## config.mk

```make
export PLATFORM = sky130hd
export DESIGN_NAME = dns_name_canonical_encoder_flat
export DESIGN_NICKNAME = d
export VERILOG_FILES = /design/src/rtl/dnce_pkg.sv /design/src/rtl/dnce_if.sv /design/src/rtl/dnce_front.sv /design/src/rtl/dnce_queue.sv /design/src/rtl/dnce_back.sv /design/src/rtl/dns_name_canonical_encoder.sv /design/src/flat_wrapper.sv
export SDC_FILE = /design/constraint.sdc
export NUM_CORES = 1
export LEC_CHECK = 0
export ABC_CLOCK_PERIOD_IN_PS = 9550
export BUFFER_PORTS_ARGS = -buffer_cell sky130_fd_sc_hd__clkbuf_2
export CAP_MARGIN = 20
export CORE_MARGIN = 4
export CORE_UTILIZATION = 45
export CTS_CLUSTER_DIAMETER = 60
export DETAILED_ROUTE_END_ITERATION = 7
export HOLD_SLACK_MARGIN = 0.05
export SLEW_MARGIN = 20
export SYNTH_ARGS = -nofsm -noshare
export SYNTH_HDL_FRONTEND = slang
export SYNTH_SLANG_ARGS = --single-unit
```

## constraint.sdc

```tcl
create_clock -name i_clk -period 9.55 [get_ports i_clk]
set_input_delay 0.955 -clock i_clk [delete_from_list [all_inputs] [get_ports i_clk]]
set_output_delay 0.955 -clock i_clk [all_outputs]
set_load 0.005 [all_outputs]
```

## src/rtl/dnce_pkg.sv

```systemverilog
package dnce_pkg;

    // Buffer geometry and label limit.
    localparam int WIRE_CAPACITY = 256;
    localparam int MAX_LABEL_LEN = 63;

    // Field widths.
    localparam int BYTE_W = 8;
    localparam int POS_W  = 9;
    localparam int LEN_W  = 6;

    // Depth of the command queue between front and back.
    localparam int QUEUE_DEPTH = 4;
    localparam int QUEUE_AW    = $clog2(QUEUE_DEPTH);
    localparam int QCNT_W      = $clog2(QUEUE_DEPTH + 1);

    // Character codes.
    localparam logic [BYTE_W-1:0] CHAR_END     = 8'd0;
    localparam logic [BYTE_W-1:0] CHAR_DOT     = 8'd46;
    localparam logic [BYTE_W-1:0] CHAR_UPPER_A = 8'd65;
    localparam logic [BYTE_W-1:0] CHAR_UPPER_Z = 8'd90;
    localparam logic [BYTE_W-1:0] CASE_OFFSET  = 8'd32;

    typedef logic [BYTE_W-1:0] t_byte;
    typedef logic [POS_W-1:0]  t_pos;
    typedef logic [LEN_W-1:0]  t_len;

    // One buffer write or name-end report.
    typedef struct packed {
        t_byte write_addr;
        t_byte write_byte;
        logic  name_done;
        logic  encode_error;
        t_pos  wire_length;
    } t_res;

    // One queue entry: one result, or two when pair is set.
    typedef struct packed {
        logic pair;
        t_res first;
        t_res second;
    } t_cmd;

    // Lower-case the letters A to Z and pass every other byte through.
    function automatic t_byte to_lower(t_byte c);
        t_byte r;
        r = c;
        if (c >= CHAR_UPPER_A && c <= CHAR_UPPER_Z) begin
            r = c + CASE_OFFSET;
        end
        return r;
    endfunction

endpackage

```

## src/rtl/dnce_if.sv

```systemverilog
// Character channel: one dotted-name character per transfer.
interface dnce_char_if;
    logic               valid;
    logic               ready;
    dnce_pkg::t_byte    name_char;

    modport source (output valid, output name_char, input ready);
    modport sink   (input valid, input name_char, output ready);
endinterface

// Result channel: one buffer write or name-end report per transfer.
interface dnce_res_if;
    logic               valid;
    logic               ready;
    dnce_pkg::t_byte    write_addr;
    dnce_pkg::t_byte    write_byte;
    logic               name_done;
    logic               encode_error;
    dnce_pkg::t_pos     wire_length;

    modport source (output valid, output write_addr, output write_byte,
                    output name_done, output encode_error, output wire_length,
                    input ready);
    modport sink   (input valid, input write_addr, input write_byte,
                    input name_done, input encode_error, input wire_length,
                    output ready);
endinterface

```

## src/rtl/dnce_front.sv

```systemverilog
module dnce_front (
    input  logic            i_clk,
    input  logic            i_rst_n,
    dnce_char_if.sink       i_char,
    input  logic            i_full,
    output logic            o_push,
    output dnce_pkg::t_cmd  o_cmd
);
    import dnce_pkg::*;

    t_pos  r_write_pos,   n_write_pos;
    t_byte r_label_start, n_label_start;
    t_len  r_label_len,   n_label_len;
    logic  r_label_open,  n_label_open;
    logic  r_error_seen,  n_error_seen;

    logic  w_accept;

    function automatic t_res mk_write(t_byte addr, t_byte data);
        t_res r;
        r = '0;
        r.write_addr = addr;
        r.write_byte = data;
        return r;
    endfunction

    // A character is taken whenever the queue has room.
    assign i_char.ready = !i_full;
    assign w_accept     = i_char.valid && !i_full;

    // Classify the character, update the name state and build the command.
    always_comb begin
        t_pos  v_pos;
        t_len  v_len;
        logic  v_err;
        t_res  v_final;

        n_write_pos   = r_write_pos;
        n_label_start = r_label_start;
        n_label_len   = r_label_len;
        n_label_open  = r_label_open;
        n_error_seen  = r_error_seen;
        o_push        = 1'b0;
        o_cmd         = '0;
        v_pos         = r_write_pos;
        v_len         = r_label_len;
        v_err         = 1'b0;
        v_final       = '0;

        if (w_accept) begin
            if (i_char.name_char == CHAR_END) begin
                // End of name: close an open label, then the terminating zero or the error report.
                v_err = r_error_seen || r_write_pos >= POS_W'(WIRE_CAPACITY)
                        || r_write_pos[POS_W-1];
                v_final.name_done = 1'b1;
                if (v_err) begin
                    v_final.encode_error = 1'b1;
                end else begin
                    v_final.write_addr  = r_write_pos[BYTE_W-1:0];
                    v_final.wire_length = r_write_pos + POS_W'(1);
                end
                o_push = 1'b1;
                if (!r_error_seen && r_label_open) begin
                    o_cmd.pair   = 1'b1;
                    o_cmd.first  = mk_write(r_label_start, BYTE_W'(r_label_len));
                    o_cmd.second = v_final;
                end else begin
                    o_cmd.first  = v_final;
                end
                n_write_pos   = '0;
                n_label_start = '0;
                n_label_len   = '0;
                n_label_open  = 1'b0;
                n_error_seen  = 1'b0;
            end else if (!r_error_seen) begin
                if (i_char.name_char == CHAR_DOT) begin
                    // Dot: close the open label, or encode an empty one.
                    if (r_label_open) begin
                        o_push       = 1'b1;
                        o_cmd.first  = mk_write(r_label_start, BYTE_W'(r_label_len));
                        n_label_open = 1'b0;
                    end else if (r_write_pos >= POS_W'(WIRE_CAPACITY)) begin
                        n_error_seen = 1'b1;
                    end else begin
                        o_push        = 1'b1;
                        o_cmd.first   = mk_write(r_write_pos[BYTE_W-1:0], '0);
                        n_label_start = r_write_pos[BYTE_W-1:0];
                        n_write_pos   = r_write_pos + POS_W'(1);
                        n_label_len   = '0;
                    end
                end else begin
                    // Label character: reserve the length byte first if needed.
                    if (!r_label_open) begin
                        if (r_write_pos >= POS_W'(WIRE_CAPACITY)) begin
                            v_err = 1'b1;
                        end else begin
                            n_label_start = r_write_pos[BYTE_W-1:0];
                            n_label_open  = 1'b1;
                            v_pos         = r_write_pos + POS_W'(1);
                            v_len         = '0;
                        end
                    end
                    n_write_pos = v_pos;
                    n_label_len = v_len;
                    if (v_err || v_pos >= POS_W'(WIRE_CAPACITY)
                        || v_len >= LEN_W'(MAX_LABEL_LEN)) begin
                        n_error_seen = 1'b1;
                    end else begin
                        o_push      = 1'b1;
                        o_cmd.first = mk_write(v_pos[BYTE_W-1:0],
                                               to_lower(i_char.name_char));
                        n_write_pos = v_pos + POS_W'(1);
                        n_label_len = v_len + LEN_W'(1);
                    end
                end
            end
        end
    end

    // Name state registers.
    always_ff @(posedge i_clk) begin
        if (!i_rst_n) begin
            r_write_pos   <= '0;
            r_label_start <= '0;
            r_label_len   <= '0;
            r_label_open  <= 1'b0;
            r_error_seen  <= 1'b0;
        end else begin
            r_write_pos   <= n_write_pos;
            r_label_start <= n_label_start;
            r_label_len   <= n_label_len;
            r_label_open  <= n_label_open;
            r_error_seen  <= n_error_seen;
        end
    end

    // The end of a name always leaves the state cleared.
    a_end_clears: assert property (@(posedge i_clk) disable iff (!i_rst_n)
        w_accept && i_char.name_char == CHAR_END |=>
        r_write_pos == '0 && !r_label_open && !r_error_seen)
        else $error("name state not cleared after name end");

    // The write position never runs past the buffer.
    a_pos_bound: assert property (@(posedge i_clk) disable iff (!i_rst_n)
        r_write_pos <= POS_W'(WIRE_CAPACITY))
        else $error("write position beyond capacity");

endmodule

```

## src/rtl/dnce_queue.sv

```systemverilog
module dnce_queue (
    input  logic            i_clk,
    input  logic            i_rst_n,
    input  logic            i_push,
    input  dnce_pkg::t_cmd  i_cmd,
    input  logic            i_pop,
    output logic            o_full,
    output logic            o_empty,
    output dnce_pkg::t_cmd  o_head
);
    import dnce_pkg::*;

    t_cmd                r_mem [QUEUE_DEPTH];
    logic [QUEUE_AW-1:0] r_wr, n_wr;
    logic [QUEUE_AW-1:0] r_rd, n_rd;
    logic [QCNT_W-1:0]   r_count, n_count;

    assign o_full  = r_count == QCNT_W'(QUEUE_DEPTH);
    assign o_empty = r_count == '0;
    assign o_head  = r_mem[r_rd];

    // Pointer and fill count update.
    always_comb begin
        n_wr    = r_wr;
        n_rd    = r_rd;
        n_count = r_count;
        if (i_push) begin
            n_wr = r_wr + QUEUE_AW'(1);
        end
        if (i_pop) begin
            n_rd = r_rd + QUEUE_AW'(1);
        end
        if (i_push && !i_pop) begin
            n_count = r_count + QCNT_W'(1);
        end else if (!i_push && i_pop) begin
            n_count = r_count - QCNT_W'(1);
        end
    end

    always_ff @(posedge i_clk) begin
        if (!i_rst_n) begin
            r_wr    <= '0;
            r_rd    <= '0;
            r_count <= '0;
        end else begin
            r_wr    <= n_wr;
            r_rd    <= n_rd;
            r_count <= n_count;
        end
    end

    // Entry storage.
    always_ff @(posedge i_clk) begin
        if (i_push) begin
            r_mem[r_wr] <= i_cmd;
        end
    end

    // Neither a push into a full queue nor a pop from an empty one.
    a_no_overrun: assert property (@(posedge i_clk) disable iff (!i_rst_n)
        !(i_push && o_full) && !(i_pop && o_empty))
        else $error("queue overrun or underrun");

endmodule

```

## src/rtl/dnce_back.sv

```systemverilog
module dnce_back (
    input  logic            i_clk,
    input  logic            i_rst_n,
    input  logic            i_empty,
    input  dnce_pkg::t_cmd  i_head,
    output logic            o_pop,
    dnce_res_if.source      o_res
);
    import dnce_pkg::*;

    t_cmd r_cmd;
    logic r_valid;
    logic r_half;
    logic w_take;
    logic w_last;
    t_res w_cur;

    // The current result is the first or second half of the held command.
    assign w_cur  = r_half ? r_cmd.second : r_cmd.first;
    assign w_last = !r_cmd.pair || r_half;
    assign w_take = r_valid && o_res.ready;
    assign o_pop  = !i_empty && (!r_valid || (w_take && w_last));

    assign o_res.valid        = r_valid;
    assign o_res.write_addr   = w_cur.write_addr;
    assign o_res.write_byte   = w_cur.write_byte;
    assign o_res.name_done    = w_cur.name_done;
    assign o_res.encode_error = w_cur.encode_error;
    assign o_res.wire_length  = w_cur.wire_length;

    // Output stage control: load a new command, step to its second half or drain.
    always_ff @(posedge i_clk) begin
        if (!i_rst_n) begin
            r_valid <= 1'b0;
            r_half  <= 1'b0;
        end else if (o_pop) begin
            r_valid <= 1'b1;
            r_half  <= 1'b0;
        end else if (w_take && !w_last) begin
            r_half  <= 1'b1;
        end else if (w_take) begin
            r_valid <= 1'b0;
        end
    end

    // Held command payload.
    always_ff @(posedge i_clk) begin
        if (o_pop) begin
            r_cmd <= i_head;
        end
    end

    // A second half is only shown for a two-result command.
    a_half_pair: assert property (@(posedge i_clk) disable iff (!i_rst_n)
        r_valid && r_half |-> r_cmd.pair)
        else $error("second half shown for single-result command");

endmodule

```

## src/rtl/dns_name_canonical_encoder.sv

```systemverilog
// DNS name encoder to canonical wire format. Send the dotted name one byte per
// transfer on i_char and end it with a zero byte; o_res returns buffer writes
// (address and byte) with letters lower-cased, each label's length byte written
// at its reserved address when the label closes, and a final terminating-zero
// write that carries name_done and wire_length. A label over 63 bytes or a name
// that does not fit in 256 bytes yields a final result with encode_error and
// name_done set at the end of the name. One character is accepted per cycle
// while the command queue after the classifying front has room; each result is
// registered in that queue, then in the output stage. The output stage sends
// one result per cycle while o_res.ready is high, so a name end that closes an
// open label yields two results; the four-entry queue absorbs this and output stalls.
module dns_name_canonical_encoder (
    input  logic        i_clk,
    input  logic        i_rst_n,
    dnce_char_if.sink   i_char,
    dnce_res_if.source  o_res
);
    import dnce_pkg::*;

    logic w_push;
    logic w_pop;
    logic w_full;
    logic w_empty;
    t_cmd w_cmd;
    t_cmd w_head;

    dnce_front u_front (
        .i_clk   (i_clk),
        .i_rst_n (i_rst_n),
        .i_char  (i_char),
        .i_full  (w_full),
        .o_push  (w_push),
        .o_cmd   (w_cmd)
    );

    dnce_queue u_queue (
        .i_clk   (i_clk),
        .i_rst_n (i_rst_n),
        .i_push  (w_push),
        .i_cmd   (w_cmd),
        .i_pop   (w_pop),
        .o_full  (w_full),
        .o_empty (w_empty),
        .o_head  (w_head)
    );

    dnce_back u_back (
        .i_clk   (i_clk),
        .i_rst_n (i_rst_n),
        .i_empty (w_empty),
        .i_head  (w_head),
        .o_pop   (w_pop),
        .o_res   (o_res)
    );

endmodule

```

## src/flat_wrapper.sv

```systemverilog
// flat-port wrapper written by rule: the top's interface ports become plain ports
module dns_name_canonical_encoder_flat import dnce_pkg::*;
  (i_clk, i_rst_n, i_char_valid, i_char_name_char, i_char_ready, o_res_valid, o_res_write_addr, o_res_write_byte, o_res_name_done, o_res_encode_error, o_res_wire_length, o_res_ready);
  dnce_char_if i_char_i ();
  dnce_res_if o_res_i ();
  input  logic i_clk;
  input  logic i_rst_n;
  input wire logic [$bits(i_char_i.valid)-1:0] i_char_valid;
  input wire logic [$bits(i_char_i.name_char)-1:0] i_char_name_char;
  output wire logic [$bits(i_char_i.ready)-1:0] i_char_ready;
  output wire logic [$bits(o_res_i.valid)-1:0] o_res_valid;
  output wire logic [$bits(o_res_i.write_addr)-1:0] o_res_write_addr;
  output wire logic [$bits(o_res_i.write_byte)-1:0] o_res_write_byte;
  output wire logic [$bits(o_res_i.name_done)-1:0] o_res_name_done;
  output wire logic [$bits(o_res_i.encode_error)-1:0] o_res_encode_error;
  output wire logic [$bits(o_res_i.wire_length)-1:0] o_res_wire_length;
  input wire logic [$bits(o_res_i.ready)-1:0] o_res_ready;
  assign i_char_i.valid = i_char_valid;
  assign i_char_i.name_char = i_char_name_char;
  assign i_char_ready = i_char_i.ready;
  assign o_res_valid = o_res_i.valid;
  assign o_res_write_addr = o_res_i.write_addr;
  assign o_res_write_byte = o_res_i.write_byte;
  assign o_res_name_done = o_res_i.name_done;
  assign o_res_encode_error = o_res_i.encode_error;
  assign o_res_wire_length = o_res_i.wire_length;
  assign o_res_i.ready = o_res_ready;
  dns_name_canonical_encoder u_core (.i_clk(i_clk), .i_rst_n(i_rst_n), .i_char(i_char_i), .o_res(o_res_i));
endmodule
```

==> results of run 1 <==
-- how the worst min path moves through the flow --
stage / start / endpoint
6_report: u_core.u_front.r_label_start[7]$_SDFFE_PN0P_ / u_core.u_front.r_label_start[7]$_SDFFE_PN0P_
5_1_grt: u_core.u_queue.r_count[2]$_SDFFE_PN0P_ / u_core.u_queue.r_count[2]$_SDFFE_PN0P_
2_1_floorplan: u_core.u_front.r_label_len[0]$_SDFFE_PN0P_ / u_core.u_front.r_label_len[0]$_SDFFE_PN0P_
3_5_place_dp: u_core.u_front.r_label_start[7]$_SDFFE_PN0P_ / u_core.u_front.r_label_start[7]$_SDFFE_PN0P_
4_1_cts: u_core.u_front.r_label_start[7]$_SDFFE_PN0P_ / u_core.u_front.r_label_start[7]$_SDFFE_PN0P_
3_3_place_gp: u_core.u_front.r_label_start[1]$_SDFFE_PN0P_ / u_core.u_front.r_label_start[1]$_SDFFE_PN0P_
-- cells in the mapped netlist, types with 3 or more instances --
cell | instances | area share
nand3b_1 | 4 | 0.0027
edfxtp_1 | 230 | 0.63
nor2_1 | 75 | 0.026
a22oi_1 | 18 | 0.012
buf_1 | 5 | 0.0017
nor3_1 | 11 | 0.0050
and3_1 | 7 | 0.0040
or3_1 | 3 | 0.0017
mux2_2 | 22 | 0.023
mux4_2 | 46 | 0.095
clkbuf_1 | 18 | 0.0062
and2_1 | 7 | 0.0040
nor2b_1 | 10 | 0.0057
a31oi_1 | 9 | 0.0051
nand4b_1 | 3 | 0.0024
inv_1 | 11 | 0.0038
o21ai_0 | 14 | 0.0064
a211oi_1 | 3 | 0.0021
nand2_1 | 28 | 0.0096
xnor2_1 | 12 | 0.0096
o22ai_1 | 3 | 0.0017
buf_2 | 10 | 0.0046
a21oi_1 | 13 | 0.0059
nor4_1 | 3 | 0.0017
mux2i_1 | 6 | 0.0055
ha_1 | 12 | 0.014
nand4_1 | 3 | 0.0017
dfxtp_1 | 34 | 0.062
a22o_1 | 5 | 0.0040
nand3_1 | 13 | 0.0059
xor2_1 | 11 | 0.0088
-- registers in the layout, indices dropped and copies added, names as in the netlist --
name                          count
u_core.u_queue.r_mem            184
u_core.u_back.r_cmd              46
u_core.u_front.r_label_open       1
u_core.u_queue.r_wr               2
u_core.u_queue.r_count            3
u_core.u_front.r_label_len        6
u_core.u_front.r_label_start      8
u_core.u_queue.r_rd               2
u_core.u_front.r_error_seen       1
u_core.u_back.r_half              1
u_core.u_back.o_res.valid         1
u_core.u_front.r_write_pos        9
-- per-stage QoR --
stage | cell area, sq um | util | instances | hold WS [ns]
CTS | 12400 | 0.523 | 1064 | 0.514
global placement | 11500 | 0.484 | 1012 | 0.480
finish | 12400 | 0.524 | 1065 | 0.510
floorplan | 10900 | - | 680 | 0.447
global route | 12400 | 0.524 | 1065 | 0.537
detailed placement | 11500 | 0.484 | 1012 | 0.490
-- layer usage --
metal	global-route usage	wire, microns	up-vias
li1	-	-	2729
met1	0.243	9750	3035
met2	0.273	10700	184
met3	0.0276	1230	44
met4	0.0374	423	0
met5	0	0	-
-- power by group through the flow --
stage	combinational [uW]	sequential [uW]	clock (uW)
4_1_cts	635	1630	1080
2_1_floorplan	467	1580	0
3_5_place_dp	631	1660	0
3_3_place_gp	618	1650	0
5_1_grt	714	1620	1140
6_report	652	1600	1060
-- worst min-delay path, cell delays in order, from the launching register on --
cell     delay [ns]
dfxtp_1        0.33
a22oi_1        0.07
nor2_1         0.08
-- cell families (layout without fill, tap and decap cells) --
group | Yosys count | count (layout)
compound gates | 80 | 80
flops | 264 | 264
xor+xnor | 23 | 23
simple gates | 178 | 178
fa+ha+maj | 13 | 13
mux | 74 | 74
buf+inv | 48 | 114
-- final cells by class --
| class | instances | area [sq um] |
|---|---|---|
| Inverter | 13 | 48.8 |
| Timing Repair Buffer | 49 | 288 |
| Tap cell | 319 | 399 |
| Multi-Input combinational cell | 368 | 3160 |
| Fill cell | 2001 | 11300 |
| Clock buffer | 31 | 722 |
| Sequential cell | 264 | 7590 |
| Clock inverter | 21 | 199 |
-- cells in the final DEF (no fill, tap or decap), types with 3 or more instances in the layout --
master,n
and2_1,3
o22ai_1,3
a22o_1,5
a31oi_1,9
nor2b_1,10
mux2i_1,6
xnor2_1,12
dfxtp_1,32
nor4_1,3
xor2_1,11
clkbuf_16,28
clkbuf_2,40
nand4b_1,3
nand3_1,13
ha_1,12
nand2_1,28
a21oi_1,12
mux2_2,22
buf_4,8
nor3_1,11
nand3b_1,4
clkinv_2,7
mux4_2,46
o21ai_0,14
inv_1,11
a211oi_1,3
nor2_1,75
or3_1,3
nand4_1,3
a22oi_1,18
edfxtp_1,230
clkinv_1,7
bufinv_16,3
and2_2,4
and3_1,7
==> flow_metrics.tcl, run 1 <==
set metrics [dict create \
    status "complete, no violations" \
    ys.warnings.count 0 \
    die_area_sq_um 26900 \
    crit_path_end_kind "flop" \
    rsz0062_at_grt "false" \
    vdd_drop_max_uv 153 \
    max-slew-margin-rel 0.291 \
    skew_ns 0.00947 \
    crit_path_max_fanout 19 \
    syn-cell-area_sq_um 10900 \
    finalPower_uw 3310 \
    clockPowerShare 0.320 \
    clk_pin_slew_ns 0.06 \
    ctsHtreeMaxLevel 1 \
    hold_viol_final 0 \
    cts_max_path_buffers 3 \
    wl_microns 22100 \
    drc_errors 0 \
    power.switching_uw 874 \
    cp.depth 14 \
    post_cts_buffers 0 \
    port_buffers 40 \
    synthToLayoutAreaGrowth_pct 13.5 \
    cts.repair.resized 0 \
    slowest_stage "dfxtp_1" \
    grt_max_degree 50 \
    power.density_nw_per_um2 267 \
    drive_gt1_frac 0.240 \
    synth_cell_types 56 \
    core_sq_um 23700 \
    critPathMaxStageDelay_ns 0.52 \
    hold_path_class "reg -> reg" \
    ys.flop_type "edfxtp_1" \
    synth_adder_area_share 0.0156 \
    fin_ws_ns 5.95 \
    fin_crit_ns 3.60 \
    crit_buf_inv 1 \
    drt_iter0_drc 445 \
    r2r-end "u_core.u_queue.r_count[2]$_SDFFE_PN0P_" \
    sw_frac_of_total 0.264 \
    synth_nets 705 \
    die_y_microns 164 \
    synth.avg_cell_area_sq_um 16.1 \
    synth-compound-area-share 0.0495 \
    grt_antenna_before_repair 0 \
    worstPathRequired_ns 9.99 \
    yosysSeqAreaShare 0.694 \
    regToRegSetupSlack_ns 5.95 \
    drv_cap 0 \
    cp.arrival_ns 4.04 \
    synth_mux_area_frac 0.123 \
    fp-row-count 56 \
    timing.fmax_mhz 278 \
    cts_root_buffer "clkbuf_16" \
    start_kind "flop" \
    initial_core_util 0.462 \
    grt_pass1_vias 6260 \
    fin_nets 749 \
    cp-startpoint "u_core.u_front.r_label_open$_SDFFE_PN0P_" \
    setup_viol 0 \
    combPwrFrac 0.197 \
    via_per_inst 5.63 \
    reg2reg_from "u_core.u_front.r_label_open$_SDFFE_PN0P_" \
    ys_seq_elements 264 \
    final_max_slew_viol_count 0 \
    overflow 0 \
    vias 5992 \
    finalCritPeriodShare 0.377 \
    dp_hpwl_microns 13900 \
    synth_top_family_by_area "multiplexers" \
    clk_latency_ns 0.54 \
    synth-simple-area-share 0.0811 \
    post_drt_wl_per_cell_microns 20.7 \
    worst-setup-path-type "reg -> reg" \
    cp_top_family "simple AND/OR/NAND/NOR gates" \
    drt_pass1_iterations 5 \
    dpl_worst_slack_ns 5.43 \
    synthCells 680 \
    n_antenna_cell 0 \
    worst_pin_slew_ns 1.06 \
    postCtsHoldBufs 0 \
    grt_use_total 0.169 \
    leakagePower_uw 0.00409 \
    crit_path_cell_trace "or2_4 -> and2_1 -> ha_1 -> nand3_1 -> nor2_1 -> nor2_1 -> o2bb2ai_1 -> a21oi_2 -> ha_1 -> inv_1 -> fa_1 -> xor2_1 -> or3_1 -> a21oi_1" \
    cts-buffers-inserted 28 \
    io_pins 41 \
    whs_path_depth 2 \
    intPower_uw 2440 \
    gp_congestion 0.829 \
    postSynth.asyncResetShare 0 \
    grt_pass1_wl_microns 35300 \
    ant_nets 0 \
    pwr-share-seq 0.484 \
    rr_worst_depth 14 \
    cts_tree "yes" \
    synth-edff-count 230 \
    finalSetupTns_ns 0 \
    synth_xor_area_frac 0.0184 \
    endpoint "u_core.u_queue.r_count[2]$_SDFFE_PN0P_" \
    die_x_microns 164 \
    cts_sinks 264 \
]
Power figures use the tool's default switching activity.
==> run 2, diff against run 1 <==
- ABC_CLOCK_PERIOD_IN_PS: 9550 -> 3640
- clock period: 9.55 -> 3.64 ns (I/O delays scaled with it)
==> flow_metrics.tcl, run 2 (same netlist as run 1, synthesis figures left out) <==
set metrics [dict create \
    grt_pass1_wl_microns 35800 \
    reg2reg_from "u_core.u_front.r_label_open$_SDFFE_PN0P_" \
    whs_path_depth 3 \
    via_per_inst 5.61 \
    status "complete, no violations" \
    hold_slack_ns 0.174 \
    postCtsHoldBufs 0 \
    cts_tree "yes" \
    largest-register "u_core.u_queue.r_mem" \
    hp-start "o_res_ready" \
    drt_pass1_iterations 5 \
    clk_pin_slew_ns 0.06 \
    final_cells 1070 \
    grt_antenna_before_repair 0 \
    port_buffers 40 \
    ant_nets 0 \
    drc_errors 0 \
    leakagePower_uw 0.00412 \
    largest_reg_flops 184 \
    cts.repair.resized 0 \
    start_kind "flop" \
    die_area_sq_um 26900 \
    cts_root_buffer "clkbuf_16" \
    fin_crit_ns 3.25 \
    die_y_microns 164 \
    final_cell_mix "edfxtp_1, nor2_1, mux4_2" \
    rr_worst_depth 14 \
    reg_top3 "u_core.u_queue.r_mem: 184 flops, u_core.u_back.r_cmd: 46 flops, u_core.u_front.r_write_pos: 9 flops" \
    finalSetupTns_ns 0 \
    setup_viol 0 \
    worst-setup-path-type "reg -> reg" \
    vdd_drop_max_uv 431 \
    vias 6007 \
    timing.fmax_mhz 308 \
    regArea_sq_um 7590 \
    core_sq_um 23700 \
    dp_cells 1021 \
    fillCellCount 1939 \
    grt_pass1_vias 6236 \
    regToRegSetupSlack_ns 0.39 \
    min_to "u_core.u_back.r_half$_SDFFE_PP0P_" \
    drive_gt1_frac 0.242 \
    hold_path_class "in -> reg" \
    power.density_nw_per_um2 696 \
    rsz0062_at_grt "false" \
    clk_latency_ns 0.53 \
    crit_path_end_kind "flop" \
    overflow 0 \
    initial_core_util 0.462 \
    finalCritPeriodShare 0.892 \
    fin_ws_ns 0.393 \
    die_x_microns 164 \
    grt_max_degree 49 \
    worstPathRequired_ns 4.08 \
    final_common_cell "edfxtp_1" \
    gp_congestion 0.872 \
    final_max_slew_viol_count 0 \
    grt_use_total 0.173 \
    multi_input_area_sq_um 3160 \
    cts_max_path_buffers 3 \
    drt_iter0_drc 629 \
    io_pins 41 \
    ctsHtreeMaxLevel 1 \
    cp.arrival_ns 3.68 \
    drv_cap 0 \
    n_antenna_cell 0 \
    fin_nets 756 \
    wl_microns 22600 \
    dp_hpwl_microns 13800 \
    synthToLayoutAreaGrowth_pct 13.8 \
    post_drt_wl_per_cell_microns 21.1 \
    r2r-end "u_core.u_queue.r_count[2]$_SDFFE_PN0P_" \
    post_cts_buffers 0 \
    dpl_worst_slack_ns 0.300 \
    cts_sinks 264 \
    cts-buffers-inserted 27 \
    skew_ns 0.0153 \
    hold_viol_final 0 \
    crit_path_max_fanout 12 \
    fp-row-count 56 \
    max-slew-margin-rel 0.327 \
    worst_pin_slew_ns 1.01 \
]
[run 2: layout make-up]
cell class,instances,area share
clock inverter,18,0.0161
timing repair buffer,57,0.0284
clock buffer,31,0.0555
multi-input combinational,368,0.254
tap,319,0.0321
sequential,264,0.610
inverter,13,0.00392
[run 2: how the worst max path moves through the flow]
stage | endpoint | from | depth (start not counted)
after global routing | u_core.u_queue.r_count[2]$_SDFFE_PN0P_ | u_core.u_front.r_label_open$_SDFFE_PN0P_ | 14
after CTS | u_core.u_queue.r_count[2]$_SDFFE_PN0P_ | u_core.u_front.r_label_open$_SDFFE_PN0P_ | 14
after floorplan | u_core.u_queue.r_mem[2][0]$_DFFE_PP_ | u_core.u_front.r_write_pos[8]$_SDFFE_PN0P_ | 11
after detailed placement | u_core.u_queue.r_count[2]$_SDFFE_PN0P_ | i_char_name_char[7] | 12
after global placement | u_core.u_queue.r_count[2]$_SDFFE_PN0P_ | i_char_name_char[7] | 12
final | u_core.u_queue.r_count[2]$_SDFFE_PN0P_ | u_core.u_front.r_label_open$_SDFFE_PN0P_ | 14
[run 2: where the power goes]
part | internal, uW | switching, uW
clock | 1650 | 1110
combinational | 790 | 855
sequential | 3960 | 299
total | 6400 | 2260
[run 2: per-stage QoR]
step,utilization,power (uW),instance area [sq um]
5_1_grt,0.525,9120,12400
4_1_cts,0.525,8800,12400
2_1_floorplan,-,5360,10900
6_report,0.525,8660,12400
3_3_place_gp,0.488,5970,11600
3_5_place_dp,0.488,6020,11600
[run 2: worst max-delay path, stage by stage (launching register included)]
cell,delay (ns)
dfxtp_1,0.31
or2_4,0.32
and2_1,0.21
ha_1,0.23
nand3_1,0.09
nor2_1,0.09
nor2_1,0.12
o2bb2ai_1,0.09
a21oi_2,0.38
ha_1,0.26
inv_1,0.06
fa_1,0.37
xor2_1,0.17
or3_1,0.31
a21oi_1,0.14
[run 2: metal layers]
layer	routed length (microns)	up-vias	GRT usage
met2	11300	149	0.292
met5	0	-	0
li1	-	2749	-
met3	1010	36	0.0271
met4	378	0	0.0370
met1	9900	3073	0.241
